===== src/rtl/ibbl_pkg.sv =====
// shared types, constants and divide helpers for the in-place luma box blur
`timescale 1ns / 1ps

package ibbl_pkg;

    // configuration port
    localparam int CFG_INDEX_W = 2;
    localparam int CFG_DATA_W  = 13;

    localparam logic [CFG_INDEX_W-1:0] CFG_BLUR_MODE    = 2'd0;
    localparam logic [CFG_INDEX_W-1:0] CFG_FRAME_WIDTH  = 2'd1;
    localparam logic [CFG_INDEX_W-1:0] CFG_FRAME_HEIGHT = 2'd2;

    localparam logic [11:0] RESET_FRAME_WIDTH  = 12'd640;
    localparam logic [12:0] RESET_FRAME_HEIGHT = 13'd480;

    // result queue
    localparam int MAX_RESULTS = 4;
    localparam int PUSH_CNT_W  = $clog2(MAX_RESULTS + 1);
    localparam int FIFO_DEPTH  = 16;
    localparam int FIFO_PTR_W  = $clog2(FIFO_DEPTH);
    localparam int FIFO_CNT_W  = $clog2(FIFO_DEPTH + 1);

    // reciprocals: floor(s * m / 2^n) == floor(s / d) over the used sum ranges
    localparam logic [11:0] DIV9_RECIP = 12'd3641;  // 2^15 / 9, rounded up
    localparam logic [9:0]  DIV3_RECIP = 10'd683;   // 2^11 / 3, rounded up

    typedef enum logic [2:0] {
        ROW_HORIZ,   // 1x3 mode, every line
        ROW_TOP,     // 3x3 mode, first line: 1x3 rule, outputs kept for the next line
        ROW_FILL,    // 3x3 mode, second line: inputs stored only
        ROW_MID,     // 3x3 mode, middle line: finishes the line above
        ROW_BOTTOM   // 3x3 mode, last line: finishes the line above and itself
    } t_row_kind;

    typedef struct packed {
        t_row_kind kind;
        logic      first;     // column 0
        logic      second;    // column 1
        logic      last;      // column w-1
        logic      last_row;  // line h-1
    } t_item_ctl;

    typedef struct packed {
        logic [7:0] pixel;
        logic       eol;
        logic       eof;
        logic       last;
    } t_result;

    typedef struct packed {
        logic [PUSH_CNT_W-1:0]        count;
        t_result [MAX_RESULTS-1:0]    entry;
    } t_push;

    typedef struct packed {
        logic s1_valid;
        logic s2_valid;
    } t_pipe_status;

    function automatic logic [7:0] div9(input logic [11:0] s);
        logic [23:0] prod;
        prod = 24'(s) * 24'(DIV9_RECIP);
        return prod[22:15];
    endfunction

    function automatic logic [7:0] div3(input logic [9:0] s);
        logic [19:0] prod;
        prod = 20'(s) * 20'(DIV3_RECIP);
        return prod[18:11];
    endfunction

endpackage


===== src/rtl/ibbl_blur_core.sv =====
// window registers, sum stage and left-neighbour recurrence of the blur
`timescale 1ns / 1ps

module ibbl_blur_core #(
    parameter int ADDR_W = 11
) (
    input  logic                     i_clk,
    input  logic                     i_rst_n,
    input  logic                     i_accept,
    input  ibbl_pkg::t_item_ctl      i_ctl,
    input  logic [ADDR_W-1:0]        i_col,
    input  logic [7:0]               i_pixel,
    input  logic [7:0]               i_ao_rdata,
    input  logic [7:0]               i_pi_rdata,
    output logic                     o_ao_we,
    output logic [ADDR_W-1:0]        o_ao_waddr,
    output logic [7:0]               o_ao_wdata,
    output ibbl_pkg::t_push          o_push,
    output ibbl_pkg::t_pipe_status   o_status
);

    // last two inputs of the raster
    logic [7:0] r_x1, r_x2;

    // stage 1
    logic                r_s1_valid;
    ibbl_pkg::t_item_ctl r_s1_ctl;
    logic [ADDR_W-1:0]   r_s1_col;
    logic [7:0]          r_s1_x, r_s1_prev, r_s1_prev2;
    logic [7:0]          r_a1, r_a2, r_p1;
    logic                r_byp_valid;
    logic [7:0]          r_byp_data;

    // stage 2
    logic                r_s2_valid;
    ibbl_pkg::t_item_ctl r_s2_ctl;
    logic [ADDR_W-1:0]   r_s2_col;
    logic [7:0]          r_s2_x, r_s2_prev, r_s2_p0, r_s2_p1;
    logic [10:0]         r_s2_sum9;
    logic [8:0]          r_s2_sum3;
    logic [7:0]          r_left, r_tail;

    // second write of a line end
    logic                r_dw_valid;
    logic [ADDR_W-1:0]   r_dw_addr;
    logic [7:0]          r_dw_data;

    logic [7:0]  a0;
    logic [10:0] n_sum9;
    logic [8:0]  n_sum3;

    logic        is_nine, keeps_line;
    logic [7:0]  o3, ot, o9, main_pix, end_pix;
    logic        v_main, v_main_end, v_tail, v_tail_end;
    logic        main_we;
    logic        n_byp_valid;
    ibbl_pkg::t_push push;

    // stage 1: sum of the eight taps that do not depend on the left output
    always_comb begin
        a0 = r_byp_valid ? r_byp_data : i_ao_rdata;
        n_sum9 = 11'(r_a2) + 11'(r_a1) + 11'(a0) + 11'(r_p1) + 11'(i_pi_rdata)
               + 11'(r_s1_prev2) + 11'(r_s1_prev) + 11'(r_s1_x);
        n_sum3 = 9'(r_s1_prev) + 9'(r_s1_x);
    end

    // stage 2: recurrence and result list
    always_comb begin
        is_nine    = (r_s2_ctl.kind == ibbl_pkg::ROW_MID) ||
                     (r_s2_ctl.kind == ibbl_pkg::ROW_BOTTOM);
        keeps_line = is_nine || (r_s2_ctl.kind == ibbl_pkg::ROW_TOP);

        o3 = r_s2_ctl.second ? r_s2_prev : ibbl_pkg::div3(10'(r_left) + 10'(r_s2_sum3));
        ot = r_s2_ctl.second ? r_s2_prev : ibbl_pkg::div3(10'(r_tail) + 10'(r_s2_sum3));
        o9 = r_s2_ctl.second ? r_s2_p1   : ibbl_pkg::div9(12'(r_left) + 12'(r_s2_sum9));

        main_pix = is_nine ? o9 : o3;
        end_pix  = is_nine ? r_s2_p0 : r_s2_x;

        v_main     = r_s2_valid && !r_s2_ctl.first && (r_s2_ctl.kind != ibbl_pkg::ROW_FILL);
        v_main_end = v_main && r_s2_ctl.last;
        v_tail     = r_s2_valid && !r_s2_ctl.first && (r_s2_ctl.kind == ibbl_pkg::ROW_BOTTOM);
        v_tail_end = v_tail && r_s2_ctl.last;

        // only orders that occur: main, main+end, main+tail, main+end+tail+end
        push.entry[0] = '{pixel: main_pix, eol: 1'b0, eof: 1'b0, last: 1'b0};
        if (v_main_end) begin
            push.entry[1] = '{pixel: end_pix, eol: 1'b1,
                              eof: (r_s2_ctl.kind == ibbl_pkg::ROW_HORIZ) && r_s2_ctl.last_row,
                              last: 1'b0};
        end else begin
            push.entry[1] = '{pixel: ot, eol: 1'b0, eof: 1'b0, last: 1'b0};
        end
        push.entry[2] = '{pixel: ot, eol: 1'b0, eof: 1'b0, last: 1'b0};
        push.entry[3] = '{pixel: r_s2_x, eol: 1'b1, eof: 1'b1, last: 1'b0};
        push.count = ibbl_pkg::PUSH_CNT_W'(v_main) + ibbl_pkg::PUSH_CNT_W'(v_main_end)
                   + ibbl_pkg::PUSH_CNT_W'(v_tail) + ibbl_pkg::PUSH_CNT_W'(v_tail_end);
        for (int i = 0; i < ibbl_pkg::MAX_RESULTS; i++) begin
            push.entry[i].last = (ibbl_pkg::PUSH_CNT_W'(i) ==
                                  push.count - ibbl_pkg::PUSH_CNT_W'(1));
        end

        // output of column k-1 goes to the above line at once, the line end in the cycle after
        main_we = v_main && keeps_line;
        if (r_dw_valid) begin
            o_ao_we    = 1'b1;
            o_ao_waddr = r_dw_addr;
            o_ao_wdata = r_dw_data;
        end else begin
            o_ao_we    = main_we;
            o_ao_waddr = r_s2_col - ADDR_W'(1);
            o_ao_wdata = main_pix;
        end

        // a write that lands on the entry being read this edge
        n_byp_valid = i_accept && o_ao_we && (o_ao_waddr == i_col);
    end

    always_ff @(posedge i_clk) begin
        if (!i_rst_n) begin
            r_s1_valid  <= 1'b0;
            r_s2_valid  <= 1'b0;
            r_dw_valid  <= 1'b0;
            r_byp_valid <= 1'b0;
        end else begin
            r_s1_valid  <= i_accept;
            r_s2_valid  <= r_s1_valid;
            r_dw_valid  <= v_main_end && keeps_line;
            r_byp_valid <= n_byp_valid;
        end
    end

    always_ff @(posedge i_clk) begin
        r_byp_data <= o_ao_wdata;
        if (i_accept) begin
            r_s1_ctl   <= i_ctl;
            r_s1_col   <= i_col;
            r_s1_x     <= i_pixel;
            r_s1_prev  <= r_x1;
            r_s1_prev2 <= r_x2;
            r_x1       <= i_pixel;
            r_x2       <= r_x1;
        end
        if (r_s1_valid) begin
            r_a2      <= r_a1;
            r_a1      <= a0;
            r_p1      <= i_pi_rdata;
            r_s2_ctl  <= r_s1_ctl;
            r_s2_col  <= r_s1_col;
            r_s2_x    <= r_s1_x;
            r_s2_prev <= r_s1_prev;
            r_s2_p0   <= i_pi_rdata;
            r_s2_p1   <= r_p1;
            r_s2_sum9 <= n_sum9;
            r_s2_sum3 <= n_sum3;
        end
        if (v_main) begin
            r_left <= main_pix;
        end
        if (v_tail) begin
            r_tail <= ot;
        end
        r_dw_addr <= r_s2_col;
        r_dw_data <= end_pix;
    end

    assign o_push            = push;
    assign o_status.s1_valid = r_s1_valid;
    assign o_status.s2_valid = r_s2_valid;

endmodule


===== config.mk =====
export PLATFORM = sky130hd
export DESIGN_NAME = ibbl_blur_core
export DESIGN_NICKNAME = d
export VERILOG_FILES = /design/src/rtl/ibbl_pkg.sv /design/src/rtl/ibbl_blur_core.sv
export SDC_FILE = /design/constraint.sdc
export NUM_CORES = 1
export LEC_CHECK = 0
export ABC_CLOCK_PERIOD_IN_PS = 14900
export BUFFER_PORTS_ARGS = -buffer_cell sky130_fd_sc_hd__buf_2
export CAP_MARGIN = 40
export CORE_ASPECT_RATIO = 0.5
export CORE_MARGIN = 2
export CORE_UTILIZATION = 60
export DETAILED_ROUTE_END_ITERATION = 7
export GPL_TIMING_DRIVEN = 0
export PLACE_DENSITY = 0.89
export SLEW_MARGIN = 40
export SYNTH_ARGS = -nofsm -noshare
export SYNTH_HDL_FRONTEND = slang
export SYNTH_SLANG_ARGS = --single-unit

===== constraint.sdc =====
create_clock -name i_clk -period 14.9 [get_ports i_clk]
set_clock_uncertainty 0.05 [all_clocks]
set_input_delay 1.49 -clock i_clk [delete_from_list [all_inputs] [get_ports i_clk]]
set_output_delay 1.49 -clock i_clk [all_outputs]
set_load 0.01 [all_outputs]

==> impl_metrics.csv <==
group,metric,value,unit
floorplanning,io_pins,114,
floorplanning,coreArea,23030,um2
setup_path,cp.required,13360,ps
sta,tns,0,ps
setup_path,worst-path-buf-inv,5,
drt,dr.pass1.iters,6,
drt,avgRoutedWirePerCell,20.72,um
cts,cts_sinks,175,
setup_path,crit_type,"flop to output pin",
layout,antenna_cells,0,
global_routing,gr-total-overflow,0,
global_routing,grt_first_pass_wirelength,55230,um
placement,dp.cells,1640,
setup_path,cp-start-kind,"flop",
layout,areaGrowthSynthToFinish,10.76,%
cts,post_cts_buffers,0,
synth,synth_flop_cell,"edfxtp_1",
synth,synth_cells,1221,
placement,placedInstanceArea,15160,um2
synth,synth_seq_area_share,34.83,%
sta,setup_viol,0,
cts,clock-root-buffer,"clkbuf_16",
setup_path,crit_family,"adder cells",
sta,fin_crit,9794,ps
worst_hold_path,min_path_cells,0,
drt,drcViolationCount,0,
setup_path,slowest_stage,"fa_1",
drt,vias_per_cell,5.931,
setup_path,startpoint,"r_s2_sum9[0]$_DFFE_PP_",
synth,synth_edf_count,144,
floorplanning,rows,39,
cts,numCtsBuffers,17,
worst_hold_path,hp-class,"flop to flop",
sta,fin_crit_sh,65.73,%
layout,instances_no_fill,1672,
setup_path,cp_max_fo,5,
placement,dp_hpwl,27490,um
setup_path,r2r_setup_slack,7060,ps
sta,whs,371.7,ps
synth,ys_warn_count,0,
cts,clk_latency,440,ps
sta,max_clock_freq,102.1,MHz
drt,drt_iter0_markers,816,
placement,portBuffers,107,
layout,nets,1746,
synth,synth_cell_type_count,65,
cts,cts_buffer_depth,2,
setup_path,r2r_cells,27,
drt,antenna_left,0,
global_routing,grt_max_degree,48,
layout,drive_gt1_share,13.41,%
cts,cts_tree,"built",
cts,cts-resized-gates,0,
cts,clk_pin_slew,70,ps
floorplanning,initial_core_util,61.64,%
floorplanning,dieArea,24980,um2
sta,slew_viol_final,0,
setup_path,worstPathArrival,8250,ps
global_routing,antenna_found_initial,0,
floorplanning,die_h,112.8,um
worst_hold_path,holdPathEnd,"r_dw_addr[10]$_DFF_P_",
setup_path,rr_startpoint,"r_s2_sum9[0]$_DFFE_PP_",
sta,hold_viol,0,
sta,rsz0062_at_grt,"false",
floorplanning,die_width,221.5,um
layout,design_area,15730,um2
setup_path,worstSetupEndpointType,"output pin",
cts,postCtsHoldBufs,0,
sta,worstMarginPinSlew,800.2,ps
synth,netlist_area,14200,um2
drt,drt_wl_total,34650,um
job,cap_violations,0,
global_routing,grt_pass1_vias,10420,
run_status,status,"finished clean",
synth,ys_seq_elements,175,
global_routing,grt.total_usage,28.68,%
drt,dr_total_vias,9917,
setup_path,rr_endpoint,"r_byp_data[5]$_DFF_P_",
cts,cts-htree-levels,4,
setup_path,cp_slowest_stage_delay,530,ps
sta,relSlewSlack,46.27,%
worst_hold_path,worstHoldStart,"r_s2_col[10]$_DFFE_PP_",
placement,routabilityCongestion,0.9345,
synth,async_reset_ff_share,0,%
synth,syn_area_per_cell,11.63,um2
[layer usage]
metal,GRT usage [%],part of all wire [%]
met5,0,0
met3,5.921,7.9
met2,47.66,46
met1,37.79,42
met4,10.81,3.7
[synthesized netlist by cell type, types with 6 or more instances]
cell type    n  area [um2]
inv_1      180       675.7
nand3_1     12       60.06
dfxtp_1     31       620.6
and3_1       9       56.30
nand2b_1     9       56.30
xor2_1      27       236.5
nand2_1     85       319.1
a21oi_1     45       225.2
nor2_1      35       131.4
ha_1       233        2915
nand4_1      6       37.54
a31oi_1      8       50.05
xnor2_1     63       551.8
buf_4        9       67.56
and2_1       7       43.79
fa_1       116        2322
edfxtp_1   144        4324
o21ai_0     33       165.2
o21bai_1    12       90.09
a21o_1      23       172.7
mux2_2      15       168.9
or3_1        9       56.30
nor3_1       8       40.04
clkbuf_1    15       56.30
a211oi_1     7       52.55
[worst max-delay path by stage]
stage | slack, ps | cells after the start | to
final | 5110 | 28 | o_ao_wdata[5]
after floorplan | 6530 | 27 | o_ao_wdata[5]
after CTS | 5190 | 28 | o_ao_wdata[5]
after detailed placement | 5720 | 28 | o_ao_wdata[5]
after global routing | 4880 | 28 | o_ao_wdata[5]
after global placement | 5820 | 28 | o_ao_wdata[5]
[kinds of logic (layout without fill, tap and decap cells)]
group	count (synthesis)	count (layout)	share of synthesized area, %
XOR/XNOR	90	90	5.552
flip-flops	175	175	34.83
adder cells (fa/ha/maj)	349	349	36.89
other	2	6	0.05290
multiplexers	22	22	1.868
buffers and inverters	204	344	5.631
AO/OA/AOI/OAI	171	171	8.029
AND/OR/NAND/NOR	208	208	7.147
[worst reg2reg max path, stage by stage, from the launching register on]
cell      delay (ps)
edfxtp_1         450
ha_1             270
fa_1             410
a21o_1           190
a21oi_1          210
o21bai_1          90
a21oi_1          210
o21ai_0          240
xor2_1           470
xor2_1           220
ha_1             260
ha_1             340
inv_1             80
fa_1             530
inv_1             50
fa_1             490
inv_1             50
fa_1             520
inv_1             50
ha_1             310
a211o_1          300
a21oi_1          210
o21a_1           200
a221o_1          310
a21oi_4          110
xor2_1           160
mux4_2           510
mux2_1           390
[stage by stage]
stage	setup WS, ps	utilization [%]
after floorplan	6531	-
after global placement	5823	65.70
after detailed placement	5725	65.84
after CTS	5194	68.27
after global routing	4881	68.27
final	5106	68.27
[sequential cells by signal, summed over array words and instances, names as in the netlist, 9 cells and up]
name and flops:
r_dw_addr 11, r_s2_sum9 11, r_s2_sum3 9, r_s1_col 11
r_s2_col 11
[layout by cell type (no fill, tap or decap), types with 12 or more instances in the layout]
master       n
o21bai_1    12
dfxtp_1     30
clkbuf_16   17
inv_1      180
a21o_1      23
mux2_2      15
o21ai_0     33
fa_1       116
xor2_1      27
nor2_1      34
nand2_1     85
ha_1       233
clkbuf_1    15
xnor2_1     63
nand3_1     12
buf_2      106
a21oi_1     44
edfxtp_1   144
[layout make-up]
class,instances,area (um2)
fill,1596,7307
inverter,180,675.6
buffer,24,123.9
clock buffer,18,439.2
timing repair buffer,108,558.0
sequential,175,4949
tap,307,384.1
clock inverter,14,121.4
multi-input combinational,846,8474
Power is left out: the tool's default activity adds up to more than one toggle a clock period on the data nets, which glitch-free logic cannot reach.
